$ cat src/hw/rtl/spq_pkg.sv
// ----------------------------------------------------------------------------
// spq_pkg
// Shared types and codes for the stable priority queue.
// ----------------------------------------------------------------------------
package spq_pkg;

  localparam int CMD_W      = 2;
  localparam int PRIO_W     = 16;
  localparam int TARGET_W   = 16;
  localparam int STATUS_W   = 2;
  localparam int OUT_ID_W   = 16;
  localparam int OUT_CNT_W  = 5;

  // commands
  localparam logic [CMD_W-1:0] CMD_INSERT = 2'd0;
  localparam logic [CMD_W-1:0] CMD_POP    = 2'd1;
  localparam logic [CMD_W-1:0] CMD_REMOVE = 2'd2;

  // result status
  localparam logic [STATUS_W-1:0] ST_OK   = 2'd0;
  localparam logic [STATUS_W-1:0] ST_MISS = 2'd1;
  localparam logic [STATUS_W-1:0] ST_FULL = 2'd2;

  typedef struct packed {
    logic capture;
    logic execute;
  } ctl_t;

endpackage

$ cat src/hw/rtl/spq_ctrl.sv
// ----------------------------------------------------------------------------
// spq_ctrl
// Sequencer: takes an item, runs one queue operation, holds the result.
// ----------------------------------------------------------------------------
module spq_ctrl (
  input  logic          clk,
  input  logic          rst,
  input  logic          in_valid,
  output logic          in_ready,
  output logic          out_valid,
  input  logic          out_ready,
  output spq_pkg::ctl_t ctl
);

  typedef enum logic {
    S_IDLE,
    S_EXEC
  } state_t;

  state_t state;

  assign in_ready    = (state == S_IDLE);
  assign ctl.capture = in_valid && in_ready;
  assign ctl.execute = (state == S_EXEC) && (!out_valid || out_ready);

  always_ff @(posedge clk) begin
    if (rst) begin
      state     <= S_IDLE;
      out_valid <= 1'b0;
    end else begin
      unique case (state)
        S_IDLE: begin
          if (ctl.capture) begin
            state <= S_EXEC;
          end
          if (out_ready) begin
            out_valid <= 1'b0;
          end
        end
        S_EXEC: begin
          if (ctl.execute) begin
            state     <= S_IDLE;
            out_valid <= 1'b1;
          end
        end
        default: begin
          state <= S_IDLE;
        end
      endcase
    end
  end

endmodule

$ cat src/hw/rtl/spq_datapath.sv
// ----------------------------------------------------------------------------
// spq_datapath
// Slot array with parallel compare and shift, id counter and result register.
// ----------------------------------------------------------------------------
module spq_datapath #(
  parameter int QUEUE_DEPTH = 16,
  parameter int ID_BITS     = 16
) (
  input  logic                                clk,
  input  logic                                rst,
  input  spq_pkg::ctl_t                       ctl,
  input  logic        [spq_pkg::CMD_W-1:0]    command,
  input  logic signed [spq_pkg::PRIO_W-1:0]   priority_req,
  input  logic        [spq_pkg::TARGET_W-1:0] target_id,
  output logic        [spq_pkg::STATUS_W-1:0] status,
  output logic        [spq_pkg::OUT_ID_W-1:0] entry_id,
  output logic signed [spq_pkg::PRIO_W-1:0]   entry_priority,
  output logic        [spq_pkg::OUT_CNT_W-1:0] entry_count
);

  localparam int CNT_W = $clog2(QUEUE_DEPTH + 1);
  localparam int CMP_W = (ID_BITS > spq_pkg::TARGET_W) ? ID_BITS : spq_pkg::TARGET_W;
  localparam int WID_W = (CMP_W > spq_pkg::OUT_ID_W) ? CMP_W : spq_pkg::OUT_ID_W;

  logic        [spq_pkg::CMD_W-1:0]    cmd_q;
  logic signed [spq_pkg::PRIO_W-1:0]   prio_q;
  logic        [spq_pkg::TARGET_W-1:0] target_q;

  logic        [ID_BITS-1:0]         slot_id        [QUEUE_DEPTH];
  logic signed [spq_pkg::PRIO_W-1:0] slot_prio      [QUEUE_DEPTH];
  logic        [ID_BITS-1:0]         slot_id_next   [QUEUE_DEPTH];
  logic signed [spq_pkg::PRIO_W-1:0] slot_prio_next [QUEUE_DEPTH];
  logic        [CNT_W-1:0]           count;
  logic        [CNT_W-1:0]           count_next;
  logic        [ID_BITS-1:0]         next_id;
  logic        [ID_BITS-1:0]         next_id_next;
  logic        [ID_BITS-1:0]         id_inc;

  logic [QUEUE_DEPTH-1:0] slot_valid;
  logic [QUEUE_DEPTH-1:0] stay;
  logic [QUEUE_DEPTH-1:0] ins_here;
  logic [QUEUE_DEPTH-1:0] match;
  logic [QUEUE_DEPTH-1:0] pick;
  logic [QUEUE_DEPTH-1:0] first;
  logic [QUEUE_DEPTH-1:0] seen;
  logic                   found;
  logic                   full;

  logic        [ID_BITS-1:0]         pick_id;
  logic signed [spq_pkg::PRIO_W-1:0] pick_prio;

  logic        [spq_pkg::STATUS_W-1:0] res_status_next;
  logic        [ID_BITS-1:0]           res_id_raw;
  logic        [WID_W-1:0]             res_id_wide;
  logic signed [spq_pkg::PRIO_W-1:0]   res_prio_next;

  // per-slot compares
  always_comb begin
    for (int i = 0; i < QUEUE_DEPTH; i++) begin
      slot_valid[i] = CNT_W'(i) < count;
      stay[i]       = slot_valid[i] && (slot_prio[i] >= prio_q);
      match[i]      = slot_valid[i] && (CMP_W'(slot_id[i]) == CMP_W'(target_q));
    end
  end

  assign ins_here = ~stay & {stay[QUEUE_DEPTH-2:0], 1'b1};
  assign pick     = (cmd_q == spq_pkg::CMD_POP) ? QUEUE_DEPTH'(slot_valid[0]) : match;
  assign first    = pick & (~pick + 1'b1);
  assign seen     = ~(first - 1'b1);
  assign found    = |pick;
  assign full     = (count == CNT_W'(QUEUE_DEPTH));
  assign id_inc   = next_id + 1'b1;

  always_comb begin
    pick_id   = '0;
    pick_prio = '0;
    for (int i = 0; i < QUEUE_DEPTH; i++) begin
      if (first[i]) begin
        pick_id   = pick_id | slot_id[i];
        pick_prio = pick_prio | slot_prio[i];
      end
    end
  end

  always_comb begin
    slot_id_next    = slot_id;
    slot_prio_next  = slot_prio;
    count_next      = count;
    next_id_next    = next_id;
    res_status_next = spq_pkg::ST_MISS;
    res_id_raw      = '0;
    res_prio_next   = '0;
    case (cmd_q) inside
      spq_pkg::CMD_INSERT: begin
        if (full) begin
          res_status_next = spq_pkg::ST_FULL;
        end else begin
          if (ins_here[0]) begin
            slot_id_next[0]   = next_id;
            slot_prio_next[0] = prio_q;
          end
          for (int i = 1; i < QUEUE_DEPTH; i++) begin
            if (ins_here[i]) begin
              slot_id_next[i]   = next_id;
              slot_prio_next[i] = prio_q;
            end else if (!stay[i]) begin
              slot_id_next[i]   = slot_id[i-1];
              slot_prio_next[i] = slot_prio[i-1];
            end
          end
          count_next      = count + 1'b1;
          next_id_next    = (id_inc == '0) ? ID_BITS'(1) : id_inc;
          res_status_next = spq_pkg::ST_OK;
          res_id_raw      = next_id;
          res_prio_next   = prio_q;
        end
      end
      spq_pkg::CMD_POP, spq_pkg::CMD_REMOVE: begin
        if (found) begin
          for (int i = 0; i < QUEUE_DEPTH - 1; i++) begin
            if (seen[i]) begin
              slot_id_next[i]   = slot_id[i+1];
              slot_prio_next[i] = slot_prio[i+1];
            end
          end
          count_next      = count - 1'b1;
          res_status_next = spq_pkg::ST_OK;
          res_id_raw      = pick_id;
          res_prio_next   = pick_prio;
        end
      end
      default: begin
        res_status_next = spq_pkg::ST_MISS;
      end
    endcase
  end

  assign res_id_wide = WID_W'(res_id_raw);

  always_ff @(posedge clk) begin
    if (ctl.capture) begin
      cmd_q    <= command;
      prio_q   <= priority_req;
      target_q <= target_id;
    end
    if (ctl.execute) begin
      slot_id        <= slot_id_next;
      slot_prio      <= slot_prio_next;
      status         <= res_status_next;
      entry_id       <= res_id_wide[spq_pkg::OUT_ID_W-1:0];
      entry_priority <= res_prio_next;
      entry_count    <= spq_pkg::OUT_CNT_W'(count_next);
    end
    if (rst) begin
      count   <= '0;
      next_id <= ID_BITS'(1);
    end else if (ctl.execute) begin
      count   <= count_next;
      next_id <= next_id_next;
    end
  end

`ifndef NO_ASSERTIONS
  a_count_range: assert property (@(posedge clk) disable iff (rst)
    count <= CNT_W'(QUEUE_DEPTH))
    else $error("entry count above queue depth");

  a_id_nonzero: assert property (@(posedge clk) disable iff (rst)
    next_id != '0)
    else $error("id counter holds zero");

  a_insert_grows: assert property (@(posedge clk) disable iff (rst)
    (ctl.execute && cmd_q == spq_pkg::CMD_INSERT && !full) |=>
      (count == $past(count) + 1'b1))
    else $error("insert did not add one entry");

  a_full_status: assert property (@(posedge clk) disable iff (rst)
    (ctl.execute && res_status_next == spq_pkg::ST_FULL) |-> full)
    else $error("full status while room remains");
`endif

endmodule

$ cat src/hw/rtl/stable_priority_queue.sv
// ----------------------------------------------------------------------------
// stable_priority_queue
// Sorted priority queue, first in first out within equal priority,
// with pop of the head and removal by id.
// ----------------------------------------------------------------------------
//  channel  handshake             payload
//  in       in_valid / in_ready   command, priority_req, target_id
//  out      out_valid / out_ready status, entry_id, entry_priority, entry_count
//
//  one item at a time: accept, then an execute state that compares all slots
//  in parallel and shifts the slot array into place
//  the result register frees the input: a new item is taken while a result waits
//  a stalled output holds the operation until the result register is free
//  reset empties the queue and sets the id counter to 1; slot contents are not reset
// ----------------------------------------------------------------------------
module stable_priority_queue #(
  parameter int QUEUE_DEPTH = 16,
  parameter int ID_BITS     = 16
) (
  input  logic                                 clk,
  input  logic                                 rst,
  input  logic                                 in_valid,
  output logic                                 in_ready,
  input  logic        [spq_pkg::CMD_W-1:0]     command,
  input  logic signed [spq_pkg::PRIO_W-1:0]    priority_req,
  input  logic        [spq_pkg::TARGET_W-1:0]  target_id,
  output logic                                 out_valid,
  input  logic                                 out_ready,
  output logic        [spq_pkg::STATUS_W-1:0]  status,
  output logic        [spq_pkg::OUT_ID_W-1:0]  entry_id,
  output logic signed [spq_pkg::PRIO_W-1:0]    entry_priority,
  output logic        [spq_pkg::OUT_CNT_W-1:0] entry_count
);

  spq_pkg::ctl_t ctl;

  spq_ctrl u_ctrl (
    .clk       (clk),
    .rst       (rst),
    .in_valid  (in_valid),
    .in_ready  (in_ready),
    .out_valid (out_valid),
    .out_ready (out_ready),
    .ctl       (ctl)
  );

  spq_datapath #(
    .QUEUE_DEPTH (QUEUE_DEPTH),
    .ID_BITS     (ID_BITS)
  ) u_datapath (
    .clk            (clk),
    .rst            (rst),
    .ctl            (ctl),
    .command        (command),
    .priority_req   (priority_req),
    .target_id      (target_id),
    .status         (status),
    .entry_id       (entry_id),
    .entry_priority (entry_priority),
    .entry_count    (entry_count)
  );

endmodule
$ cat config.mk
export PLATFORM = sky130hd
export DESIGN_NAME = stable_priority_queue
export DESIGN_NICKNAME = d
export VERILOG_FILES = /design/src/hw/rtl/spq_pkg.sv /design/src/hw/rtl/spq_ctrl.sv /design/src/hw/rtl/spq_datapath.sv /design/src/hw/rtl/stable_priority_queue.sv
export SDC_FILE = /design/constraint.sdc
export NUM_CORES = 2
export LEC_CHECK = 0
export ABC_AREA = 1
export BUFFER_PORTS_ARGS = -buffer_cell sky130_fd_sc_hd__buf_2
export CELL_PAD_IN_SITES_DETAIL_PLACEMENT = 0
export CELL_PAD_IN_SITES_GLOBAL_PLACEMENT = 1
export CORE_ASPECT_RATIO = 0.75
export CORE_MARGIN = 4
export CORE_UTILIZATION = 40
export CTS_CLUSTER_SIZE = 20
export DETAILED_ROUTE_END_ITERATION = 16
export GPL_TIMING_DRIVEN = 0
export PLACE_DENSITY = 0.73
export SYNTH_ARGS = -nofsm -noshare
export SYNTH_HDL_FRONTEND = slang
export SYNTH_HIERARCHICAL = 1
export SYNTH_SLANG_ARGS = --single-unit
$ cat constraint.sdc
create_clock -name clk -period 7.7 [get_ports clk]
set_clock_uncertainty 0.1 [all_clocks]
set_input_delay 1.54 -clock clk [delete_from_list [all_inputs] [get_ports clk]]
set_output_delay 1.54 -clock clk [all_outputs]
set_load 0.02 [all_outputs]
==> results.ini <==
[clocking]
cts-buffers-inserted=75
cts_tree=built
clkTransAtPathRegs_ns=0.06
clock_sinks=608
cts_setup_buffers=0
h-tree-depth=3
cts_root_buf=clkbuf_16
cts_hold_buf=0
clk_latency_ns=0.70
cts_max_path_buffers=3
cts_resized=0

[finish]
layout_common_cells=2552 x nand2_1, 846 x nand3_1, 585 x edfxtp_1
fin_util=0.451
layout_commonest_cell=nand2_1
area_growth_pct=11.5
nFillCells=12700
drive_above_1_share=0.0551
fin_cells=8752
finalNetCount=7434

[worst_setup_path]
critPathKind=reg -> reg
r2r_slack_ns=0.70
cp-end-kind=flop
reg2reg_to=u_datapath/slot_prio[55]
r2r_start=u_datapath/count[3]
cp.arrival_ns=7.34
critPathLaunchType=flop
reg2reg_depth=13
startpoint=u_datapath/count[3]
cp_max_fo=11
cp_data_required_time_ns=8.04

[pwr]
peakVddDrop_mv=0.145
pwr-share-clk=0.390
switching_share=0.339
power_switching_mw=3.25
leakagePower_nw=24.6
power_frac_comb=0.212
power.density_nw_per_um2=179
p_int_mw=6.34
sequentialPowerShare=0.398

[routing]
final_antenna_net_count=0
drtIter0Drc=7917
drc=0
firstDrtPassIters=6
wl_per_cell_um=30.5
via_count=53000
routed_wl_um=267000
via_per_inst=6.05

[synth]
yosys.area_share.xor_xnor=0.0104
syn_area_um2=48000
yosysWarnings=6
synth-compound-area-share=0.0828
ys.flop_type=edfxtp_1
async_flop_share=0
synth_edf_count=585
synth_seq_cells=608
synth_cell_types=50
synth_nets=7249
synthCells=6948
synth-simple-area-share=0.380
syn_avg_cell_area_um2=6.90
muxShareOfSynthArea=0
synth_top_family_by_area=simple AND/OR/NAND/NOR gates
synthAdderAreaFrac=0.0686
ys_seq_area_frac=0.376

[place]
gp_congestion=1.03
portBuffers=78
dp.cells=8610
place_hpwl_um=221000

[sta]
setup_violations=0
fin_crit_ns=7.00
tightest_slew_ns=1.61
fmax_mhz=143
rsz0062_at_grt=no
fin_crit_sh=0.909
finalMaxSlewViolations=40
maxSlewHeadroom=-0.0705
hold_viol_final=0

[floorplan]
chipHeight_um=308
core_um2=118000
die_width_um=408
io_pins=79
start_util=0.405
rows=109
fp.dieArea_um2=126000

[grt]
antenna_found_initial=15
grt_pass1_wl_um=367000
overflow=0
grt_pass1_vias=48800
grt_max_degree=26
track_usage=0.411

[job]
drv_cap=4

[status]
violations=capacitance limit, slew limit
status=complete, but fails checks

[hold_path]
worstHoldPathCells=2
hold_path_class=reg -> reg
hold_path_startpoint=u_ctrl/out_valid
min_to=u_ctrl/out_valid

[cells by family (layout without fill, tap and decap cells)]
kind of cell,after synthesis,after routing
fa+ha+maj,263,263
xor+xnor,57,57
simple gates,4283,4283
other cells,0,10
compound gates,745,745
flops,608,608
buf+inv,992,1232
[critical path, cell delays in order, from the launching register on]
cell     delay [ns]
dfxtp_1        0.40
nor2_4         0.22
nand2_1        0.38
o21ai_1        0.86
nor2_1         0.15
nand3_2        0.18
nand3_1        0.08
nor2_1         0.70
nand4_2        0.53
o21ai_2        1.33
buf_2          0.96
nor3b_2        0.36
buf_6          0.27
buf_6          0.16
[routing by layer]
layer | routed length [µm] | vias to the layer above | global-route usage | share of wire
met3 | 34800 | 574 | 0.133 | 0.13
li1 | - | 23700 | - | -
met5 | 97 | - | 0 | 0.00036
met2 | 109000 | 3449 | 0.601 | 0.41
met1 | 111000 | 25300 | 0.565 | 0.42
met4 | 11700 | 8 | 0.157 | 0.044
[sequential cells by signal (all words and copies together) (netlist names)]
signal,count
u_datapath/entry_id,16
u_datapath/entry_priority,16
u_datapath/count,5
u_datapath/target_q,16
u_datapath/next_id,16
u_datapath/status,2
u_datapath/entry_count,5
u_ctrl/state,1
u_datapath/slot_prio,256
u_datapath/prio_q,16
u_datapath/cmd_q,2
u_datapath/slot_id,256
u_ctrl/out_valid,1
[worst max-delay path by stage]
| stage | to | depth (start not counted) |
|---|---|---|
| 5_1_grt | u_datapath/slot_prio[57] | 13 |
| 6_report | u_datapath/slot_prio[55] | 13 |
| 3_3_place_gp | u_datapath/slot_prio[54] | 8 |
| 2_1_floorplan | u_datapath/slot_id[160] | 7 |
| 4_1_cts | u_datapath/slot_prio[55] | 13 |
| 3_5_place_dp | u_datapath/slot_prio[55] | 13 |
[per-stage QoR]
step / worst slack [ns] / power (mW) / TNS (ns) / hold slack [ns] / area (µm²)
floorplan: 0.818 / 4.98 / 0 / 0.380 / 48000
global placement: -4.25 / 5.78 / -1648.34 / 0.370 / 50300
detailed placement: 1.19 / 5.83 / 0 / 0.396 / 51000
CTS: 1.18 / 9.54 / 0 / 0.406 / 53400
global route: 0.966 / 9.87 / 0 / 0.439 / 53400
finish: 0.700 / 9.59 / 0 / 0.410 / 53400
[area by class of cell]
class	count	area (µm²)	share of cell area
tap	1554	1940	0.0364
timing repair buffer	108	870	0.0163
clock buffer	98	2110	0.0395
inverter	548	2060	0.0385
buffer	444	1890	0.0354
antenna	10	25.0	0.000468
clock inverter	34	329	0.00616
sequential	608	18000	0.337
multi-input combinational	5348	26200	0.490
[power groups by stage]
stage	Clock [mW]	Combinational [mW]	Sequential [mW]
2_1_floorplan	0	1.12	3.86
6_report	3.74	2.04	3.81
5_1_grt	3.89	2.16	3.81
3_3_place_gp	0	1.90	3.89
3_5_place_dp	0	1.95	3.88
4_1_cts	3.77	1.96	3.81
[cell usage after synthesis, drive strengths merged (2+ instances only)]
cell type	instances	area, µm²
a21o	2	15.0
nor2	477	1830
dfxtp	23	460
nand3b	52	390
o211a	3	30.0
xor2	34	298
a21oi	263	1340
nor4	7	43.8
nor3	32	160
nor3b	4	30.0
or2	7	43.8
a31o	2	17.5
ha	263	3290
nand4	297	1860
a211oi	11	82.6
buf	141	732
clkinv	9	33.8
xnor2	23	201
nand2	2555	9600
o211ai	21	158
edfxtp	585	17600
a31oi	3	18.8
o21ai	383	1920
inv	539	2020
o2111ai	2	17.5
clkbuf	303	1140
o21a	7	52.6
o221ai	2	17.5
nand3	848	4250
o21bai	3	22.5
o22ai	41	257
No activity file was read; power rests on OpenSTA's default activity.
